**config.mk**
```make
export PLATFORM = sky130hd
export DESIGN_NAME = block_transfer_sender_fsm
export DESIGN_NICKNAME = d
export VERILOG_FILES = /design/src/hdl/bts_pkg.sv /design/src/hdl/bts_cfg.sv /design/src/hdl/bts_core.sv /design/src/hdl/block_transfer_sender_fsm.sv
export SDC_FILE = /design/constraint.sdc
export NUM_CORES = 1
export LEC_CHECK = 0
export ABC_AREA = 1
export ABC_CLOCK_PERIOD_IN_PS = 2380
export BUFFER_PORTS_ARGS = -buffer_cell sky130_fd_sc_hd__buf_2
export CAP_MARGIN = 40
export CORE_MARGIN = 2
export CORE_UTILIZATION = 50
export CTS_CLUSTER_SIZE = 8
export DETAILED_ROUTE_END_ITERATION = 8
export PLACE_DENSITY = 0.81
export SLEW_MARGIN = 0
export SYNTH_ARGS = -nofsm -noshare
export SYNTH_HDL_FRONTEND = slang
export SYNTH_SLANG_ARGS = --single-unit
```
**constraint.sdc**
```tcl
create_clock -name clock -period 2.38 [get_ports clock]
set_input_delay 0.595 -clock clock [delete_from_list [all_inputs] [get_ports clock]]
set_output_delay 0.595 -clock clock [all_outputs]
set_load 0.01 [all_outputs]
```
**src/hdl/bts_pkg.sv**
```systemverilog
// Shared types and constants for the block transfer sender.
// No dependencies; every other file in hdl/ imports this package.
`default_nettype none

package bts_pkg;

   // Data block size in bytes (module parameter default, range 1 to 127)
   localparam int BLOCK_BYTES = 64;

   localparam int IMAGE_W   = 22;
   localparam int RETRY_W   = 8;
   localparam int BLOCK_W   = 16;
   localparam int PAYLOAD_W = 7;
   localparam int CODE_W    = 3;
   // Holds 65535 * 127, the largest byte offset over the BLOCK_BYTES range
   localparam int OFFSET_W  = 23;
   localparam int ADDR_W    = 3;
   localparam int DATA_W    = 32;

   localparam logic [RETRY_W-1:0] RETRY_RESET = 8'd5;
   localparam logic [BLOCK_W-1:0] META_ACK    = 16'hFFFF;
   localparam logic [BLOCK_W-1:0] BLOCK_MAX   = 16'hFFFF;

   // Command codes
   localparam logic CMD_TICK = 1'b0;
   localparam logic CMD_ACK  = 1'b1;

   // Register index, taken from paddr[2]
   localparam logic REG_IMAGE_BYTES = 1'b0;
   localparam logic REG_RETRY_LIMIT = 1'b1;

   typedef enum logic [CODE_W-1:0] {
      PH_INIT  = 3'd0,
      PH_META  = 3'd1,
      PH_DATA  = 3'd2,
      PH_DONE  = 3'd3,
      PH_ERROR = 3'd4
   } phase_type;

   typedef enum logic [CODE_W-1:0] {
      ACT_NONE   = 3'd0,
      ACT_META   = 3'd1,
      ACT_DATA   = 3'd2,
      ACT_FINISH = 3'd3,
      ACT_ABORT  = 3'd4
   } action_type;

   typedef struct packed {
      logic [IMAGE_W-1:0] image_bytes;
      logic [RETRY_W-1:0] retry_limit;
      logic [BLOCK_W-1:0] block_total;
   } cfg_type;

   typedef struct packed {
      logic               cmd;
      logic               link_ready;
      logic [BLOCK_W-1:0] ack_block;
      logic               negative;
   } item_type;

   typedef struct packed {
      action_type           action;
      logic [BLOCK_W-1:0]   block_number;
      logic [IMAGE_W-1:0]   byte_offset;
      logic [PAYLOAD_W-1:0] payload_bytes;
      logic [BLOCK_W-1:0]   block_total;
      phase_type            phase_now;
   } result_type;

endpackage

`default_nettype wire

```
**src/hdl/bts_cfg.sv**
```systemverilog
// Configuration registers on an APB-style port, plus the block count
// derived from the image size at write time. Depends on bts_pkg.
`default_nettype none

module bts_cfg #(
   parameter int BlockBytes = bts_pkg::BLOCK_BYTES
) (
   input  wire logic                       clock,
   input  wire logic                       reset,
   input  wire logic                       psel,
   input  wire logic                       penable,
   input  wire logic                       pwrite,
   input  wire logic [bts_pkg::ADDR_W-1:0] paddr,
   input  wire logic [bts_pkg::DATA_W-1:0] pwdata,
   output logic      [bts_pkg::DATA_W-1:0] prdata,
   output logic                            pready,
   output bts_pkg::cfg_type                cfg
);
   import bts_pkg::*;

   // Exact floor(n / BlockBytes) for n below 2^(IMAGE_W+1) by reciprocal multiply
   localparam int NUM_W   = IMAGE_W + 1;
   localparam int SHIFT   = NUM_W + $clog2(BlockBytes);
   localparam int RECIP_W = NUM_W + 2;
   localparam int PROD_W  = NUM_W + RECIP_W;
   localparam longint unsigned RECIP_FULL =
      ((64'd1 << SHIFT) + 64'(BlockBytes) - 64'd1) / 64'(BlockBytes);
   localparam logic [RECIP_W-1:0] RECIP = RECIP_W'(RECIP_FULL);

   logic [IMAGE_W-1:0] image_bytes_ff, image_bytes_in;
   logic [RETRY_W-1:0] retry_limit_ff, retry_limit_in;
   logic [BLOCK_W-1:0] block_total_ff, block_total_in;

   logic               write_en;
   logic [NUM_W-1:0]   numer;
   logic [PROD_W-1:0]  product;
   logic [PROD_W-1:0]  quotient;

   assign pready   = 1'b1;
   assign write_en = psel && penable && pwrite;

   // Round up the image size to whole blocks and saturate to 16 bits
   always_comb begin
      numer    = NUM_W'(pwdata[IMAGE_W-1:0]) + NUM_W'(BlockBytes - 1);
      product  = PROD_W'(numer) * PROD_W'(RECIP);
      quotient = product >> SHIFT;
   end

   always_comb begin
      image_bytes_in = image_bytes_ff;
      retry_limit_in = retry_limit_ff;
      block_total_in = block_total_ff;
      if (write_en) begin
         case (paddr[2])
            REG_IMAGE_BYTES: begin
               image_bytes_in = pwdata[IMAGE_W-1:0];
               block_total_in = (|quotient[PROD_W-1:BLOCK_W]) ? BLOCK_MAX
                                                               : quotient[BLOCK_W-1:0];
            end
            REG_RETRY_LIMIT: begin
               retry_limit_in = pwdata[RETRY_W-1:0];
            end
            default: begin
               image_bytes_in = image_bytes_ff;
            end
         endcase
      end
   end

   always_ff @(posedge clock) begin
      if (reset) begin
         image_bytes_ff <= '0;
         retry_limit_ff <= RETRY_RESET;
         block_total_ff <= '0;
      end else begin
         image_bytes_ff <= image_bytes_in;
         retry_limit_ff <= retry_limit_in;
         block_total_ff <= block_total_in;
      end
   end

   always_comb begin
      case (paddr[2])
         REG_IMAGE_BYTES: prdata = DATA_W'(image_bytes_ff);
         REG_RETRY_LIMIT: prdata = DATA_W'(retry_limit_ff);
         default:         prdata = '0;
      endcase
   end

   assign cfg.image_bytes = image_bytes_ff;
   assign cfg.retry_limit = retry_limit_ff;
   assign cfg.block_total = block_total_ff;

endmodule

`default_nettype wire

```
**src/hdl/bts_core.sv**
```systemverilog
// Sender state machine: phase, block counter, retry counter and ack flag,
// with the per-event result logic. Depends on bts_pkg.
`default_nettype none

module bts_core #(
   parameter int BlockBytes = bts_pkg::BLOCK_BYTES
) (
   input  wire logic                 clock,
   input  wire logic                 reset,
   input  wire logic                 step,
   input  wire bts_pkg::item_type    item,
   input  wire bts_pkg::cfg_type     cfg,
   output bts_pkg::result_type       result
);
   import bts_pkg::*;

   localparam logic [7:0] BLOCK_LEN = 8'(BlockBytes);

   phase_type          phase_ff, phase_in;
   logic [BLOCK_W-1:0] next_block_ff, next_block_in;
   logic [RETRY_W-1:0] retries_ff, retries_in;
   logic               acked_ff, acked_in;

   logic                is_tick;
   logic                data_tick;
   logic                finish;
   logic                abort;
   logic                send_data;
   logic                block_ack;
   logic [RETRY_W-1:0]  retries_inc;
   logic [OFFSET_W-1:0] offset;
   logic [OFFSET_W-1:0] remain;
   logic [7:0]          payload;

   always_comb begin
      is_tick     = (item.cmd == CMD_TICK);
      data_tick   = is_tick && (phase_ff == PH_DATA);
      retries_inc = retries_ff + 1'b1;
      finish      = data_tick && (next_block_ff >= cfg.block_total);
      abort       = data_tick && !finish && !acked_ff && (retries_inc >= cfg.retry_limit);
      send_data   = data_tick && !finish && !abort && item.link_ready;
      block_ack   = (item.cmd == CMD_ACK) && (item.ack_block != META_ACK) &&
                    (phase_ff == PH_DATA) && !item.negative &&
                    (item.ack_block == next_block_ff);
   end

   // Next phase
   always_comb begin
      phase_in = phase_ff;
      case (phase_ff)
         PH_INIT: begin
            if (is_tick && item.link_ready) phase_in = PH_META;
         end
         PH_META: begin
            if (!is_tick && (item.ack_block == META_ACK)) phase_in = PH_DATA;
         end
         PH_DATA: begin
            if (finish)     phase_in = PH_DONE;
            else if (abort) phase_in = PH_ERROR;
         end
         default: begin
            phase_in = phase_ff;
         end
      endcase
   end

   // Block, retry and ack bookkeeping
   always_comb begin
      next_block_in = next_block_ff;
      retries_in    = retries_ff;
      acked_in      = acked_ff;
      if (data_tick && !finish) begin
         if (acked_ff) begin
            retries_in = '0;
            acked_in   = 1'b0;
         end else begin
            retries_in = retries_inc;
         end
      end
      if (block_ack) begin
         acked_in      = 1'b1;
         next_block_in = next_block_ff + 1'b1;
      end
   end

   // Result fields
   always_comb begin
      offset  = OFFSET_W'(next_block_ff) * OFFSET_W'(BlockBytes);
      remain  = (offset < OFFSET_W'(cfg.image_bytes)) ? OFFSET_W'(cfg.image_bytes) - offset
                                                       : '0;
      payload = (remain >= OFFSET_W'(BLOCK_LEN)) ? BLOCK_LEN : remain[7:0];

      result.action        = ACT_NONE;
      result.block_number  = next_block_ff;
      result.byte_offset   = '0;
      result.payload_bytes = '0;
      result.block_total   = cfg.block_total;
      result.phase_now     = phase_in;
      if (finish) begin
         result.action = ACT_FINISH;
      end else if (abort) begin
         result.action = ACT_ABORT;
      end else if (send_data) begin
         result.action        = ACT_DATA;
         result.byte_offset   = offset[IMAGE_W-1:0];
         result.payload_bytes = payload[PAYLOAD_W-1:0];
      end else if (is_tick && (phase_ff == PH_META) && item.link_ready) begin
         result.action = ACT_META;
      end
   end

   always_ff @(posedge clock) begin
      if (reset) begin
         phase_ff      <= PH_INIT;
         next_block_ff <= '0;
         retries_ff    <= '0;
         acked_ff      <= 1'b1;
      end else if (step) begin
         phase_ff      <= phase_in;
         next_block_ff <= next_block_in;
         retries_ff    <= retries_in;
         acked_ff      <= acked_in;
      end
   end

endmodule

`default_nettype wire

```
**src/hdl/block_transfer_sender_fsm.sv**
```systemverilog
// Top level of the stop-and-wait block transfer sender: input register,
// state machine, result register. Depends on bts_pkg, bts_cfg, bts_core.
//
//   channel  direction  handshake            payload
//   req      in         req_valid/req_ready  cmd, link_ready, ack_block, negative
//   rsp      out        rsp_valid/rsp_ready  action, block_number, byte_offset,
//                                            payload_bytes, block_total, phase_now
//   csr      in/out     psel/penable/pready  image_bytes @0x0, retry_limit @0x4
//
// One event per cycle sustained while rsp_ready stays high; an event passes the input register,
// then the result register, where its result waits until rsp_ready takes it.
// The state update and result logic are combinational between those registers.
// The block count is computed when image_bytes is written, so events may follow at once.
// Reset is synchronous; no clearing pass.
// A stalled rsp side holds the result register and then the input register.
`default_nettype none

module block_transfer_sender_fsm #(
   parameter int BlockBytes = bts_pkg::BLOCK_BYTES
) (
   input  wire logic                          clock,
   input  wire logic                          reset,

   input  wire logic                          req_valid,
   output logic                               req_ready,
   input  wire logic                          req_cmd,
   input  wire logic                          req_link_ready,
   input  wire logic [bts_pkg::BLOCK_W-1:0]   req_ack_block,
   input  wire logic                          req_negative,

   output logic                               rsp_valid,
   input  wire logic                          rsp_ready,
   output logic      [bts_pkg::CODE_W-1:0]    rsp_action,
   output logic      [bts_pkg::BLOCK_W-1:0]   rsp_block_number,
   output logic      [bts_pkg::IMAGE_W-1:0]   rsp_byte_offset,
   output logic      [bts_pkg::PAYLOAD_W-1:0] rsp_payload_bytes,
   output logic      [bts_pkg::BLOCK_W-1:0]   rsp_block_total,
   output logic      [bts_pkg::CODE_W-1:0]    rsp_phase_now,

   input  wire logic                          psel,
   input  wire logic                          penable,
   input  wire logic                          pwrite,
   input  wire logic [bts_pkg::ADDR_W-1:0]    paddr,
   input  wire logic [bts_pkg::DATA_W-1:0]    pwdata,
   output logic      [bts_pkg::DATA_W-1:0]    prdata,
   output logic                               pready
);
   import bts_pkg::*;

   cfg_type    cfg;
   result_type result;

   logic       s1_valid_ff, s1_valid_in;
   item_type   s1_item_ff;
   logic       s1_go;
   logic       rsp_valid_ff, rsp_valid_in;
   result_type rsp_ff;

   bts_cfg #(
      .BlockBytes (BlockBytes)
   ) u_cfg (
      .clock   (clock),
      .reset   (reset),
      .psel    (psel),
      .penable (penable),
      .pwrite  (pwrite),
      .paddr   (paddr),
      .pwdata  (pwdata),
      .prdata  (prdata),
      .pready  (pready),
      .cfg     (cfg)
   );

   bts_core #(
      .BlockBytes (BlockBytes)
   ) u_core (
      .clock  (clock),
      .reset  (reset),
      .step   (s1_go),
      .item   (s1_item_ff),
      .cfg    (cfg),
      .result (result)
   );

   // Advance the held event whenever the result register is free or draining
   assign s1_go     = s1_valid_ff && (!rsp_valid_ff || rsp_ready);
   assign req_ready = !s1_valid_ff || s1_go;

   always_comb begin
      s1_valid_in = s1_valid_ff;
      if (req_valid && req_ready) s1_valid_in = 1'b1;
      else if (s1_go)             s1_valid_in = 1'b0;

      rsp_valid_in = rsp_valid_ff;
      if (s1_go)          rsp_valid_in = 1'b1;
      else if (rsp_ready) rsp_valid_in = 1'b0;
   end

   always_ff @(posedge clock) begin
      if (reset) begin
         s1_valid_ff  <= 1'b0;
         rsp_valid_ff <= 1'b0;
      end else begin
         s1_valid_ff  <= s1_valid_in;
         rsp_valid_ff <= rsp_valid_in;
      end
   end

   always_ff @(posedge clock) begin
      if (req_valid && req_ready) begin
         s1_item_ff.cmd        <= req_cmd;
         s1_item_ff.link_ready <= req_link_ready;
         s1_item_ff.ack_block  <= req_ack_block;
         s1_item_ff.negative   <= req_negative;
      end
      if (s1_go) begin
         rsp_ff <= result;
      end
   end

   assign rsp_valid         = rsp_valid_ff;
   assign rsp_action        = rsp_ff.action;
   assign rsp_block_number  = rsp_ff.block_number;
   assign rsp_byte_offset   = rsp_ff.byte_offset;
   assign rsp_payload_bytes = rsp_ff.payload_bytes;
   assign rsp_block_total   = rsp_ff.block_total;
   assign rsp_phase_now     = rsp_ff.phase_now;

   a_data_in_data_phase: assert property (@(posedge clock) disable iff (reset)
      (rsp_valid_ff && (rsp_ff.action == ACT_DATA)) |-> (rsp_ff.phase_now == PH_DATA))
      else $error("data send reported outside the data phase");

   a_abort_to_error: assert property (@(posedge clock) disable iff (reset)
      (rsp_valid_ff && (rsp_ff.action == ACT_ABORT)) |-> (rsp_ff.phase_now == PH_ERROR))
      else $error("abort without error phase");

   a_finish_to_done: assert property (@(posedge clock) disable iff (reset)
      (rsp_valid_ff && (rsp_ff.action == ACT_FINISH)) |-> (rsp_ff.phase_now == PH_DONE))
      else $error("finish without done phase");

   a_idle_fields_zero: assert property (@(posedge clock) disable iff (reset)
      (rsp_valid_ff && (rsp_ff.action != ACT_DATA)) |->
         ((rsp_ff.byte_offset == '0) && (rsp_ff.payload_bytes == '0)))
      else $error("offset or payload set without a data send");

   a_transfer_reaches_result: assert property (@(posedge clock) disable iff (reset)
      s1_go |=> rsp_valid_ff)
      else $error("event advanced but no result registered");

endmodule

`default_nettype wire

```
======== After elaboration in Yosys (flattened, before gate mapping) ========
Cells that the tools add are included.
word-level totals
  input port bits ......................... 61
  register bits after elaboration ......... 162
  word-level logic and storage cells ...... 95
  output and inout bits ................... 102
cells by class
  mux-type cells .......................... 19
  equality and inequality tests ........... 5
  order comparisons ....................... 4
  bitwise operators ....................... 3
  add/subtract/negate cells ............... 4
  reduce and logical (&&, ||, !) cells .... 39
operator list
  cell                                                                                   number
  32-bit one-hot mux with 2 select lines                                                 1
  22-bit by 6-bit adder with 23-bit output (second input constant)                       1
  23-bit by 7-bit greater-or-equal comparator with 1-bit output (second input constant)  1
  23-bit 2-to-1 mux                                                                      1
  22-bit by 22-bit subtractor with 23-bit output                                         1
  22-bit < comparator                                                                    1
  1-bit logical AND                                                                      19
  3-bit 2-to-1 mux                                                                       6
  16-bit by 1-bit adder with 16-bit output (second input constant)                       1
  16-bit equality test                                                                   1
  16-bit equality test (second input constant)                                           1
  16-bit greater-or-equal comparator                                                     1
  16-bit 2-to-1 mux                                                                      1
  16-bit inequality test (second input constant)                                         1
  2-bit AND reduction                                                                    5
  3-bit one-hot mux with 3 select lines                                                  1
  8-bit by 1-bit adder with 8-bit output (second input constant)                         1
  8-bit greater-or-equal comparator                                                      1
  8-bit 2-to-1 mux                                                                       1
  1-bit 2-to-1 mux                                                                       7
  7-bit 2-to-1 mux                                                                       1
  1-bit zero test                                                                        6
  2-bit nonzero test                                                                     3
  4-bit OR reduction                                                                     1
  other kinds (7)                                                                        10

======== Longest topological paths before layout ========
  depth in word-level cells ............... 12
  mapped depth ............................ 17
  depth with buffers taken out ............ 17

======== Hierarchy ========
From an unflattened synthesis, not the netlist that was laid out.
second synthesis, totals
  cells, all modules ...................... 1143
  area total of the unflattened synthesis .. 9201.3 µm²
modules (own cells, without submodules)
  module                     times used  cells each  sequential area each (µm²)  area an instance (µm²)
  bts_core                   1           709         560.5                       4187.8
  block_transfer_sender_fsm  1           98          2622.5                      2673.8
  bts_cfg                    1           336         920.9                       2339.7

======== Worst setup path before layout ========
No wires, ideal clock.
  path kind ............................... reg2reg
  start point ............................. reg u_core.retries_ff[0]
  end point ............................... reg rsp_ff (netlist bit rsp_action[1]) (data pin)
  data required time ...................... 2.125 ns
  arrival time ............................ 2.160 ns
  setup slack ............................. -0.035 ns
  period minus slack after synthesis ...... 2.415 ns
  stages on the path, launching flop included .. 14
  cells stage by stage .................... dfxtp_1 -> nand3_1 -> nand3b_1 -> nand3b_1 -> xnor2_1 -> ha_1 -> nand2_1 -> nor2_1 -> nand4_1 -> o2111ai_1 -> a21oi_4 -> nand2_2 -> buf_4 -> nand2_1
between the ends
  word-level cells in the longest chain between the ends .. 8
ends and longest elaborated chain
  element                                     line                              RTL
  start: declaration                          bts_core.sv:21                    logic [RETRY_W-1:0] retries_ff, retries_in;
  start signal: assignment                    bts_core.sv:121                   retries_ff <= retries_in;
  8-bit by 1-bit adder with 8-bit output (*)  bts_core.sv:38                    retries_inc = retries_ff + 1'b1;
  8-bit greater-or-equal comparator (*)       bts_core.sv:40                    abort = data_tick && !finish && !acked_ff && (retries_inc >= cfg.retry_limit);
  1-bit logical AND (*)                       bts_core.sv:40
  1-bit zero test                             bts_core.sv:41                    send_data = data_tick && !finish && !abort && item.link_ready;
  1-bit logical AND (2 in series)             bts_core.sv:41
  3-bit 2-to-1 mux                            bts_core.sv:103                   end else if (send_data) begin
  3-bit 2-to-1 mux (*)                        bts_core.sv:101                   end else if (abort) begin
  end signal: assignment                      block_transfer_sender_fsm.sv:117  rsp_ff <= result;
  end: declaration                            block_transfer_sender_fsm.sv:57   result_type rsp_ff;
Mark *: on every way between the ends. The rest lies on a longest branch, timed or not.
A chain may end at the register's enable or synchronous reset.

======== Final worst setup path ========
  start point ............................. reg u_core.retries_ff[0]
  end point ............................... reg rsp_ff (netlist bit rsp_byte_offset[8]) (data pin)
between the ends
  word-level cells in the longest chain between the ends .. 8
ends and longest elaborated chain
  element                                     line
  8-bit by 1-bit adder with 8-bit output (*)  bts_core.sv:38
  8-bit greater-or-equal comparator (*)       bts_core.sv:40
  1-bit logical AND (*)                       bts_core.sv:40
  1-bit zero test                             bts_core.sv:41
  1-bit logical AND (2 in series)             bts_core.sv:41
  1-bit inverter (no source line)             --
  3-bit OR reduction (no source line) (*)     --
Marked as above.

==> summary.txt <==
Finish
  • Layout area overhead: 27.5%
  • Commonest non-fill, non-tap cell in the layout: nand2_1
  • N_diodes: 0
  • Commonest non-fill, non-tap cells in the layout: nand2_1, inv_1, buf_2
  • Proportion of layout cells with a drive suffix above 1: 25.4%
  • # nets final: 1,433

Routing
  • Post-route DRC: 0
  • Routed Antenna Nets: 0
  • Drt pass-1 iters: 6
  • Total number of vias: 8,387
  • Wire per inst: 16.8 um
  • DR iter-0 viols: 842
  • Routed wire length: 26,400 um
  • Via density: 5.35

STA
  • RSZ-0062 raised after global routing: yes
  • Final hold viol count: 0
  • Final Critical Period: 2550 ps
  • Final hold slack: 334 ps
  • Final period util: 107%
  • Fin worst setup slack: -168 ps
  • Slew Limit Headroom: 64.7%
  • Fmax: 392 MHz
  • Final setup viols: 26
  • Clk_skew: 10.0 ps
  • Worst-Margin Slew: 525 ps
  • Final Max Tran Viols: 0

Die
  • Die width: 137 um
  • Chip height: 137 um
  • Placeable Area: 17,200 sq um
  • Full die area: 18,700 sq um
  • Cell Rows: 48
  • # IOs: 163
  • Initial Util: 51.0%

Clock tree
  • Hold-fix buffers, CTS: 0
  • Worst skew pair latency: 440 ps
  • Max clock buf depth: 2
  • CTS Root Cell: clkbuf_16
  • Clock transition at the registers of the reported paths: 60 ps
  • Clock sinks: 156
  • CTS tree: built
  • Cts bufs inserted: 17
  • H-tree Lvls: 4

Setup path
  • Worst setup EP type: register
  • Delay of the slowest cell on the worst path: 370 ps
  • Critical Path RT: 2570 ps
  • CP Launch Type: register
  • Crit path cell chain: nand3_2 -> nand3b_1 -> nand3b_1 -> xnor2_2 -> ha_4 -> nand2_4 -> nor2_4 -> nand4_1 -> o2111ai_4 -> a21oi_4 -> nand2_4 -> buf_12 -> nor2_4
  • Critical-path maximum fanout: 8
  • Crit path arrival time: 2730 ps
  • Slowest CP cell: dfxtp_4
  • WS Path Type: reg2reg

Placement
  • Final HPWL DP: 19,600 um
  • Gp weighted congestion: 0.988
  • Port bufs: 133

Synthesis
  • Synth area leader: edfxtp_1
  • Number of flops mapped to enable cells by yosys: 80
  • Mapped Area: 8790 sq um
  • Sequential element share of the synthesized area: 44.6%
  • Avg Inst Size Synth: 7.89 sq um
  • Yosys warns: 0
  • Syn Inst Count: 1,115
  • Synth top area share: 27.3%
  • Synth top area cells: edfxtp_1, dfxtp_1, nand2_1
  • Synth Register Bits: 156
  • FFs w/ async S/R, synth: 0%
  • Distinct cells, synth: 48
  • Most used DFF post-synth: edfxtp_1

Global route
  • Initial antenna violation count: 0
  • Vias in the first global route: 7,806
  • GRT Util Overall: 28.1%
  • First-pass GRT wire length: 40,000 um
  • Remaining global-route overflow: 0
  • Largest net degree at the start of global routing: 46

Min path
  • Min-Delay Path Class: in2reg

Status
  • Status: finished with violations
  • Failing checks: negative setup slack

Pwr
  • P_leak: 0.00512 uW
  • Total Power: 6700 uW
  • Pwr per Cell Area: 598 nW/um^2
  • Worst vdd ir: 0.532 mV

Job
  • Max-Cap Viols: 0
## cells in the mapped netlist (all sizes together), types with 2 or more instances
master,n
nand3b,6
a21oi,89
conb,2
buf,23
xnor2,6
nor3,22
ha,42
o21ai,60
clkbuf,18
xor2,27
nand2,234
dfxtp,76
nor2,116
or2,4
and2,2
nor4,9
o31ai,2
nand4,36
and3,2
edfxtp,80
o2111ai,2
o21a,4
o211ai,2
inv,168
nand3,75
## area by class of cell
class	count	area (sq um)
Fill cell	1419	6020
Timing Repair Buffer	221	1410
Sequential cell	156	3940
Clock buffer	24	492
Inverter	169	634
Tap cell	225	282
Multi-Input combinational cell	764	4360
Clock inverter	8	106
## through the flow
stage	instance area, sq um	worst slack, ps	util [%]	instances	TNS [ps]
after floorplan	8860	-3.77	-	1130	-3.77
after global placement	10200	-77.8	59.4	1530	-1260
after detailed placement	10200	-190	59.4	1530	-3030
after CTS	11000	-94.6	63.6	1565	-1870
after global routing	11200	-225	65.1	1567	-5530
final	11200	-168	65.1	1567	-3320
## registers in the layout (all words and copies together) (netlist names)
signal,count
rsp_action,3
rsp_block_number,16
rsp_block_total,16
rsp_byte_offset,16
rsp_payload_bytes,7
rsp_phase_now,3
rsp_valid,1
s1_item_ff,19
s1_valid_ff,1
u_cfg.block_total_ff,16
u_cfg.image_bytes_ff,22
u_cfg.retry_limit_ff,8
u_core.acked_ff,1
u_core.next_block_ff,16
u_core.phase_ff,3
u_core.retries_ff,8
## final timing paths
check	start	to	slack, ps	cells after the start
setup / recovery	u_core.retries_ff[0]	rsp_byte_offset[8]	-170	13
hold / removal	req_ack_block[13]	s1_item_ff[14]	330	1
setup reg to reg	u_core.retries_ff[0]	rsp_byte_offset[8]	-170	13
hold reg to reg	u_cfg.block_total_ff[11]	rsp_block_total[11]	460	0
## where the power goes
part	total [uW]	internal (uW)	leakage [uW]	switching, uW
logic	947	360	0.00346	587
registers	2990	2930	0.00137	63.4
clock network	2770	1660	0.000292	1100
total	6700	4950	0.00512	1750
## worst max-delay path: cells and delay by family (launching register included)
| family | cells | cell delay, ps |
|---|---|---|
| AO/OA/AOI/OAI | 2 | 220 |
| XOR/XNOR | 1 | 190 |
| adder cells (fa/ha/maj) | 1 | 310 |
| buffers and inverters | 1 | 190 |
| flip-flops | 1 | 370 |
| AND/OR/NAND/NOR | 8 | 1020 |
## kinds of logic (layout without fill, tap and decap cells)
group	after synthesis	in the layout	synth area share, %
xor+xnor	33	33	3.29
compound gates	165	165	10.1
other cells	2	17	0.0854
flops	156	156	44.6
fa+ha+maj	43	43	6.20
buf+inv	210	422	9.90
simple gates	506	506	25.8
## repair_timing
action,4_1_cts,5_1_grt
buffers inserted,2,2
cloned,1,0
endpoints found under the setup margin,29,37
pin swaps,6,16
resized for setup,27,46
## per-layer routing
layer	vias to the layer above	track usage, %	wire length, um
met5	-	0	0
met4	0	9.43	699
met3	55	4.11	1710
met2	354	46.5	12700
met1	3885	37.9	11300
li1	4093	-	-
No activity file was read; power rests on OpenSTA's default activity.
